==> config.mk <==
export PLATFORM = sky130hd
export DESIGN_NAME = gray_pixel_random_noise
export DESIGN_NICKNAME = d
export VERILOG_FILES = /design/src/hw/rtl/gprn_pkg.sv /design/src/hw/rtl/gray_pixel_random_noise.sv /design/src/hw/rtl/gprn_ctrl.sv /design/src/hw/rtl/gprn_dp.sv
export SDC_FILE = /design/constraint.sdc
export NUM_CORES = 2
export LEC_CHECK = 0
export BUFFER_PORTS_ARGS = -buffer_cell sky130_fd_sc_hd__clkbuf_2
export CORE_ASPECT_RATIO = 0.7
export CORE_MARGIN = 4
export CORE_UTILIZATION = 50
export CTS_BUF_LIST = sky130_fd_sc_hd__clkbuf_8 sky130_fd_sc_hd__clkbuf_16
export DETAILED_ROUTE_END_ITERATION = 12
export HOLD_SLACK_MARGIN = 0.02
export PLACE_DENSITY = 0.65
export SLEW_MARGIN = 20
export SYNTH_ARGS = -nofsm -noshare
export SYNTH_HDL_FRONTEND = slang
export SYNTH_HIERARCHICAL = 1
export SYNTH_SLANG_ARGS = --single-unit
==> constraint.sdc <==
create_clock -name clk -period 10.3 [get_ports clk]
set_clock_uncertainty 0.2 [all_clocks]
set_input_delay 1.03 -clock clk [delete_from_list [all_inputs] [get_ports clk]]
set_output_delay 1.03 -clock clk [all_outputs]
set_load 0.02 [all_outputs]
==> src/hw/rtl/gprn_pkg.sv <==
`timescale 1ns / 1ps
`default_nettype none
package gprn_pkg;
  localparam int GROUP_PIXELS = 8;
  localparam int LANES = 4;
  localparam int MOD_STEPS = 8;
  localparam logic [31:0] LANE_MULT [LANES] = '{32'd214013, 32'd17405, 32'd214013, 32'd69069};
  localparam logic [31:0] LANE_ADD [LANES] = '{32'd2531011, 32'd10395331, 32'd13737667, 32'd1};
  localparam logic [15:0] COEF_R = 16'd19595;
  localparam logic [15:0] COEF_G = 16'd38470;
  localparam logic [15:0] COEF_B = 16'd7471;
  localparam logic [8:0] GATE_MOD = 9'd100;
  localparam logic [6:0] LIMIT_RST = 7'd60;
  localparam logic [7:0] AMP_RST = 8'd120;
  localparam logic REG_LIMIT = 1'b0;
  localparam logic REG_AMP = 1'b1;
  localparam logic [1:0] SET_GATE = 2'd0;
  localparam logic [1:0] SET_SIGN = 2'd1;
  localparam logic [1:0] SET_RAISE = 2'd2;
  localparam logic [1:0] SET_LOWER = 2'd3;

  typedef enum logic [2:0] {
    S_IDLE, S_STEP0, S_STEP1, S_LOAD, S_MOD, S_WR, S_LUMA, S_FIN
  } state_t;

  typedef struct packed {
    logic       in_load;
    logic       lane_step;
    logic       cap_hi;
    logic       mod_load;
    logic       mod_step;
    logic       store_wr;
    logic [1:0] set;
    logic [2:0] idx;
    logic       luma_en;
    logic       out_load;
    logic [2:0] word;
  } cmd_t;

  typedef struct packed {
    logic out_busy;
  } stat_t;
endpackage
`default_nettype wire

==> src/hw/rtl/gray_pixel_random_noise.sv <==
// Inside a group a beat is captured in S_IDLE, summed to luma in S_LUMA and loaded
// out in S_FIN; a group's first pixel adds a refill of 4 x (2 LCG steps + 8 modulo
// passes via S_LOAD, S_MOD, S_WR), mostly set by the 4-bit-per-cycle remainder unit.
// A new pixel is taken only in S_IDLE, after the last is loaded out; S_FIN holds on stall.
// Reset: synchronous active-low; seeds and group position clear, limit 60, amp 120.
`timescale 1ns / 1ps
`default_nettype none
module gray_pixel_random_noise (
  input  wire logic        clk,
  input  wire logic        rst_n,
  input  wire logic        in_tvalid,
  output logic             in_tready,
  input  wire logic [23:0] in_tdata,  // blue_in, green_in, red_in
  input  wire logic        in_tuser,  // first_of_frame
  output logic             out_tvalid,
  input  wire logic        out_tready,
  output logic [7:0]       out_tdata, // gray_out
  output logic             out_tuser, // noise_applied
  input  wire logic        cfg_we,
  input  wire logic        cfg_index,
  input  wire logic [7:0]  cfg_wdata
);
  import gprn_pkg::*;

  cmd_t cmd;
  stat_t stat;

  gprn_ctrl u_ctrl (
    .clk(clk), .rst_n(rst_n),
    .in_fire(in_tvalid && in_tready), .in_first(in_tuser),
    .cmd(cmd), .stat(stat), .in_ready(in_tready)
  );

  gprn_dp u_dp (
    .clk(clk), .rst_n(rst_n), .cmd(cmd), .stat(stat),
    .cfg_we(cfg_we), .cfg_index(cfg_index), .cfg_wdata(cfg_wdata),
    .pix(in_tdata), .out_valid(out_tvalid), .out_ready(out_tready),
    .gray(out_tdata), .applied(out_tuser)
  );
endmodule
`default_nettype wire

==> src/hw/rtl/gprn_ctrl.sv <==
`timescale 1ns / 1ps
`default_nettype none
module gprn_ctrl (
  input  wire logic          clk,
  input  wire logic          rst_n,
  input  wire logic          in_fire,
  input  wire logic          in_first,
  output gprn_pkg::cmd_t     cmd,
  input  gprn_pkg::stat_t    stat,
  output logic               in_ready
);
  import gprn_pkg::*;

  state_t state_r, state_nxt;
  logic [2:0] pos_r, pos_nxt;
  logic [2:0] cur_r, cur_nxt;
  logic [1:0] set_r, set_nxt;
  logic [2:0] idx_r, idx_nxt;
  logic [2:0] bitc_r, bitc_nxt;
  logic [2:0] p;

  always_ff @(posedge clk) begin
    if (!rst_n) begin
      state_r <= S_IDLE;
      pos_r <= '0;
      cur_r <= '0;
      set_r <= '0;
      idx_r <= '0;
      bitc_r <= '0;
    end else begin
      state_r <= state_nxt;
      pos_r <= pos_nxt;
      cur_r <= cur_nxt;
      set_r <= set_nxt;
      idx_r <= idx_nxt;
      bitc_r <= bitc_nxt;
    end
  end

  always_comb begin
    state_nxt = state_r;
    pos_nxt = pos_r;
    cur_nxt = cur_r;
    set_nxt = set_r;
    idx_nxt = idx_r;
    bitc_nxt = bitc_r;
    cmd = '0;
    cmd.set = set_r;
    cmd.idx = idx_r;
    cmd.word = ~cur_r;
    in_ready = 1'b0;
    p = in_first ? 3'd0 : pos_r;
    unique case (state_r)
      S_IDLE: begin
        in_ready = 1'b1;
        if (in_fire) begin
          cmd.in_load = 1'b1;
          cur_nxt = p;
          set_nxt = '0;
          idx_nxt = '0;
          state_nxt = (p == 3'd0) ? S_STEP0 : S_LUMA;
        end
      end
      S_STEP0: begin
        cmd.lane_step = 1'b1;
        state_nxt = S_STEP1;
      end
      S_STEP1: begin
        cmd.lane_step = 1'b1;
        cmd.cap_hi = 1'b1;
        state_nxt = S_LOAD;
      end
      S_LOAD: begin
        cmd.mod_load = 1'b1;
        bitc_nxt = '0;
        state_nxt = S_MOD;
      end
      S_MOD: begin
        cmd.mod_step = 1'b1;
        bitc_nxt = bitc_r + 3'd1;
        if (bitc_r == 3'(MOD_STEPS - 1)) state_nxt = S_WR;
      end
      S_WR: begin
        cmd.store_wr = 1'b1;
        idx_nxt = idx_r + 3'd1;
        if (idx_r == 3'(GROUP_PIXELS - 1)) begin
          set_nxt = set_r + 2'd1;
          state_nxt = (set_r == SET_LOWER) ? S_LUMA : S_STEP0;
        end else begin
          state_nxt = S_LOAD;
        end
      end
      S_LUMA: begin
        cmd.luma_en = 1'b1;
        state_nxt = S_FIN;
      end
      S_FIN: begin
        if (!stat.out_busy) begin
          cmd.out_load = 1'b1;
          pos_nxt = cur_r + 3'd1;
          state_nxt = S_IDLE;
        end
      end
      default: state_nxt = S_IDLE;
    endcase
  end
endmodule
`default_nettype wire

==> src/hw/rtl/gprn_dp.sv <==
`timescale 1ns / 1ps
`default_nettype none
module gprn_dp (
  input  wire logic        clk,
  input  wire logic        rst_n,
  input  gprn_pkg::cmd_t   cmd,
  output gprn_pkg::stat_t  stat,
  input  wire logic        cfg_we,
  input  wire logic        cfg_index,
  input  wire logic [7:0]  cfg_wdata,
  input  wire logic [23:0] pix,
  output logic             out_valid,
  input  wire logic        out_ready,
  output logic [7:0]       gray,
  output logic             applied
);
  import gprn_pkg::*;

  logic [6:0] limit_r;
  logic [7:0] amp_r;
  logic [31:0] seed_r [LANES];
  logic [31:0] seed_nxt [LANES];
  logic [31:0] wbuf_r [GROUP_PIXELS];
  logic [31:0] sh_r;
  logic [8:0] rem_r;
  logic [6:0] gate_r [GROUP_PIXELS];
  logic       sign_r [GROUP_PIXELS];
  logic [7:0] raise_r [GROUP_PIXELS];
  logic [7:0] lower_r [GROUP_PIXELS];
  logic [7:0] b_r, g_r, r_r;
  logic [23:0] luma_r;
  logic out_valid_r;
  logic [7:0] gray_r;
  logic applied_r;
  logic [8:0] modulus;
  logic [9:0] t;
  logic [8:0] rem_nxt;
  logic [31:0] sh_nxt;
  logic [24:0] v, d;
  logic hit;

  always_ff @(posedge clk) begin
    if (!rst_n) begin
      limit_r <= LIMIT_RST;
      amp_r <= AMP_RST;
    end else if (cfg_we) begin
      if (cfg_index == REG_LIMIT) limit_r <= cfg_wdata[6:0];
      else amp_r <= cfg_wdata;
    end
  end

  always_comb begin
    for (int l = 0; l < LANES; l++)
      seed_nxt[l] = seed_r[l] * LANE_MULT[l] + LANE_ADD[l];
  end

  always_ff @(posedge clk) begin
    if (!rst_n) begin
      for (int l = 0; l < LANES; l++) seed_r[l] <= '0;
    end else if (cmd.lane_step) begin
      for (int l = 0; l < LANES; l++) seed_r[l] <= seed_nxt[l];
    end
  end

  always_ff @(posedge clk) begin
    if (cmd.lane_step) begin
      for (int l = 0; l < LANES; l++) begin
        if (cmd.cap_hi) wbuf_r[LANES + l] <= seed_nxt[l];
        else wbuf_r[l] <= seed_nxt[l];
      end
    end
  end

  assign modulus = (cmd.set == SET_GATE) ? GATE_MOD : {1'b0, amp_r} + 9'd1;

  always_comb begin
    rem_nxt = rem_r;
    sh_nxt = sh_r;
    for (int i = 0; i < 4; i++) begin
      t = {rem_nxt, sh_nxt[31]};
      sh_nxt = {sh_nxt[30:0], 1'b0};
      if (t >= {1'b0, modulus}) t = t - {1'b0, modulus};
      rem_nxt = t[8:0];
    end
  end

  always_ff @(posedge clk) begin
    if (cmd.mod_load) begin
      sh_r <= wbuf_r[cmd.idx];
      rem_r <= '0;
    end else if (cmd.mod_step) begin
      sh_r <= sh_nxt;
      rem_r <= rem_nxt;
    end
  end

  always_ff @(posedge clk) begin
    if (cmd.store_wr) begin
      case (cmd.set)
        SET_GATE:  gate_r[cmd.idx] <= rem_r[6:0];
        SET_SIGN:  sign_r[cmd.idx] <= wbuf_r[cmd.idx][0];
        SET_RAISE: raise_r[cmd.idx] <= rem_r[7:0];
        default:   lower_r[cmd.idx] <= rem_r[7:0];
      endcase
    end
  end

  always_ff @(posedge clk) begin
    if (cmd.in_load) begin
      b_r <= pix[7:0];
      g_r <= pix[15:8];
      r_r <= pix[23:16];
    end
    if (cmd.luma_en)
      luma_r <= 24'(r_r * COEF_R) + 24'(g_r * COEF_G) + 24'(b_r * COEF_B);
  end

  always_comb begin
    d = '0;
    hit = gate_r[cmd.word] <= limit_r;
    v = {1'b0, luma_r};
    if (hit) begin
      if (!sign_r[cmd.word]) begin
        d = {1'b0, lower_r[cmd.word], 16'd0};
        v = (d >= v) ? 25'd0 : v - d;
      end else begin
        v = v + {1'b0, raise_r[cmd.word], 16'd0};
      end
    end
    if (v > {1'b0, 8'd255, 16'd0}) v = {1'b0, 8'd255, 16'd0};
    v = v + 25'h8000;
  end

  always_ff @(posedge clk) begin
    if (!rst_n) out_valid_r <= 1'b0;
    else if (cmd.out_load) out_valid_r <= 1'b1;
    else if (out_ready) out_valid_r <= 1'b0;
  end

  always_ff @(posedge clk) begin
    if (cmd.out_load) begin
      gray_r <= v[23:16];
      applied_r <= hit;
    end
  end

  assign stat.out_busy = out_valid_r && !out_ready;
  assign out_valid = out_valid_r;
  assign gray = gray_r;
  assign applied = applied_r;
endmodule
`default_nettype wire
==> reports/metrics.yaml <==
timing:
  fin_crit_sh_pct: 92.4
  tightest_slew_ns: 1.16
  final.setup.tns_ns: 0
  period_minus_slack_ns: 9.52
  report.final.hold_viol_count: 0
  max_clock_freq_mhz: 105
  maxSlewViolCount: 0
  setup_violations: 0
  slew_headroom_pct: 22.2
  rsz0062_at_grt: "no"
synthesis:
  netlist_area_um2: 65700
  synthXorXnorAreaFrac_pct: 3.32
  synth_edf_count: 665
  syn_inst: 5612
  synth.top_cells.by_area: "edfxtp_1 (30%), fa_1 (25%), ha_1 (15%)"
  netlist-cell-type-count: 86
  synthAdderAreaFrac_pct: 40.2
  ys_seq_elements: 707
  synth_compound_area_share_pct: 6.97
  yosys.area.top_type: "edfxtp_1"
  synthMuxAreaShare_pct: 3.74
  synth_top_cell_area_share_pct: 30.4
  synth_ff_type: "edfxtp_1"
  synth_top_family_by_area: "adder cells"
  synthSimpleGateAreaFrac_pct: 6.10
  synth_warnings: 6
  yosysSeqAreaShare_pct: 31.7
  async_reset_ff_share_pct: 0
  synth_nets: 7265
  syn_area_per_cell_um2: 11.7
die:
  floorplan.initialDensity_pct: 50.7
  dieArea_um2: 137000
  die_h_um: 311
  coreArea_um2: 130000
  die_w_um: 441
  io_pins: 50
  std_cell_rows: 110
placed_design:
  dp_hpwl_um: 134000
  io_buffers: 49
  gp_congestion: 0.916
  placed_area_um2: 68100
setup_path:
  worstPathRequired_ns: 10.63
  slowest_stage: "fa_1"
  setup.worst_path.end_class: "flop"
  critPathLaunchType: "flop"
  critPathMaxStageDelay_ns: 0.45
  worstPathMaxFanout: 7
  critPathKind: "flop to flop"
  arrival_ns: 9.85
  crit_family: "compound AO/OA/AOI/OAI gates"
  critPathBufInv: 2
route:
  wl_per_cell_um: 22.0
  finalWirelength_um: 165000
  detail-route-antenna-nets: 0
  num_vias: 41449
  drtIter0Drc: 4001
  dr.pass1.iters: 6
  via_per_inst: 5.53
  drc: 0
final_layout:
  design_area_um2: 70500
  seq_area_um2: 20800
  drive_above_1_share_pct: 6.17
  synthToLayoutAreaGrowth_pct: 7.42
  multi_input_comb_area_um2: 39700
  n_fill_cell: 10995
  fin_nets: 7348
cts:
  cts_buffers: 72
  cts_root_buf: "clkbuf_16"
  htree_levels: 3
  clk_path_buf_depth: 3
  clock-sinks: 707
  clock_latency_ns: 0.65
  clkTransAtPathRegs_ns: 0.07
  hold_buffers: 0
  cts_tree: "done"
job:
  drv_cap: 0
outcome:
  outcome: "complete, no violations"
global_routing:
  grt_overflow: 0
  track_usage_pct: 24.6
  antenna_found_initial: 13
  grt_pass1_wl_um: 257000
  grt_max_degree: 75
  grt_pass1_vias: 41627
hold_path:
  hp-class: "flop to flop"
[Yosys cell counts, types with 17 or more instances]
master and n:
and2_1 119, nor2_1 226, a21oi_1 201, nand2_1 156, o211ai_1 17, edfxtp_1 665
nor3_1 57, o21ai_0 86, xor2_1 65, nand3_1 57, nand2b_1 32, fa_1 826
and3_1 34, nand4_1 28, a21boi_0 18, clkbuf_1 68, o21bai_1 30, o21a_1 25
nor2b_1 32, a22oi_1 35, mux2_2 49, dfxtp_1 42, mux4_2 60, a221oi_1 21
a211oi_1 20, a31oi_1 32, mux2i_1 48, ha_1 788, xnor2_1 184, a21o_1 76
inv_1 1303
[flip-flops by register name, indices dropped and copies added, names as in the netlist, 7 cells and up]
register	cells
u_dp/sh_r	32
u_dp/g_r	8
u_dp/lower_r	64
u_dp/gate_r	56
u_dp/luma_r	24
u_dp/wbuf_r	256
u_dp/r_r	8
u_dp/seed_r	128
u_dp/rem_r	9
u_dp/limit_r	7
u_dp/gray	8
u_dp/sign_r	8
u_dp/b_r	8
u_dp/raise_r	64
u_dp/amp_r	8
[per-layer routing]
metal / GRT usage (%) / share of wire, % / vias up
met5: 0 / 0.0085 / -
met4: 3.60 / 1.3 / 2
met3: 4.89 / 9.8 / 129
met2: 32.8 / 40 / 1548
met1: 41.4 / 49 / 20940
li1: - / - / 18830
[what timing repair did]
action                     in CTS  in global routing
setup buffers                   0                  2
resized for setup               0                 11
setup endpoints to repair       0                  9
[metrics by stage]
step	utilization (%)	instances	setup slack, ns	hold WS [ns]
final	54.5	7492	0.782	0.278
after CTS	54.4	7487	0.329	0.279
after global routing	54.5	7489	0.0327	0.304
after global placement	52.6	7355	0.334	0.258
after detailed placement	52.6	7355	0.349	0.272
after floorplan	-	5612	1.49	0.243
[cells in the final DEF, fill, tap and decap left out, types with 14 or more instances in the layout]
cell type     n
a211oi_1     20
a21boi_0     18
a21o_1       76
a21oi_1     199
a221oi_1     21
a22oi_1      35
a31oi_1      32
and2_1      117
and3_1       33
buf_4        46
clkbuf_16    75
clkbuf_2     49
clkinv_1     14
dfxtp_1      39
edfxtp_1    665
fa_1        826
ha_1        788
inv_1      1317
mux2_2       49
mux2i_1      48
mux4_2       60
nand2_1     156
nand2b_1     30
nand3_1      57
nand4_1      28
nor2_1      225
nor2b_1      30
nor3_1       57
o211ai_1     17
o21a_1       25
o21ai_0      84
o21bai_1     30
xnor2_1     184
xor2_1       65
[worst register-to-register path, delay by kind of cell (launching register included)]
kind                       cells  cell delay [ns]
xor gates and xnor gates       1             0.17
adders and majority gates      5             1.89
DFF                            1             0.43
buffers and inverters          2             0.26
AOI/OAI and AO/OA             19             4.73
and+or+nand+nor               11             1.75
[area by class of cell]
class                           instances  area share (%)
Antenna cell                            3          0.0106
Multi-Input combinational cell       3513            56.3
Inverter                             1306            6.96
Sequential cell                       707            29.5
Timing Repair Buffer                   95           0.837
Clock buffer                           76            2.68
Tap cell                             1736            3.08
Clock inverter                         56           0.662
[cells by family after synthesis]
group,count (synthesis)
adder cells (fa/ha/maj),1614
AND/OR/NAND/NOR,804
buffers and inverters,1392
XOR/XNOR,249
multiplexers,160
AO/OA/AOI/OAI,686
flip-flops,707
[path summary, 6_finish.rpt]
| check | startpoint | endpoint | slack (ns) | depth (start not counted) |
|---|---|---|---|---|
| min reg2reg | u_dp/limit_r[1] | u_dp/limit_r[1] | 0.28 | 2 |
| max reg2reg | u_dp/amp_r[0] | u_dp/rem_r[2] | 0.78 | 38 |
| min | u_dp/limit_r[1] | u_dp/limit_r[1] | 0.28 | 2 |
| max | u_dp/amp_r[0] | u_dp/rem_r[2] | 0.78 | 38 |
Power is not shown: default switching activity piles up to over one toggle a cycle in this logic, so the estimate is an artifact.
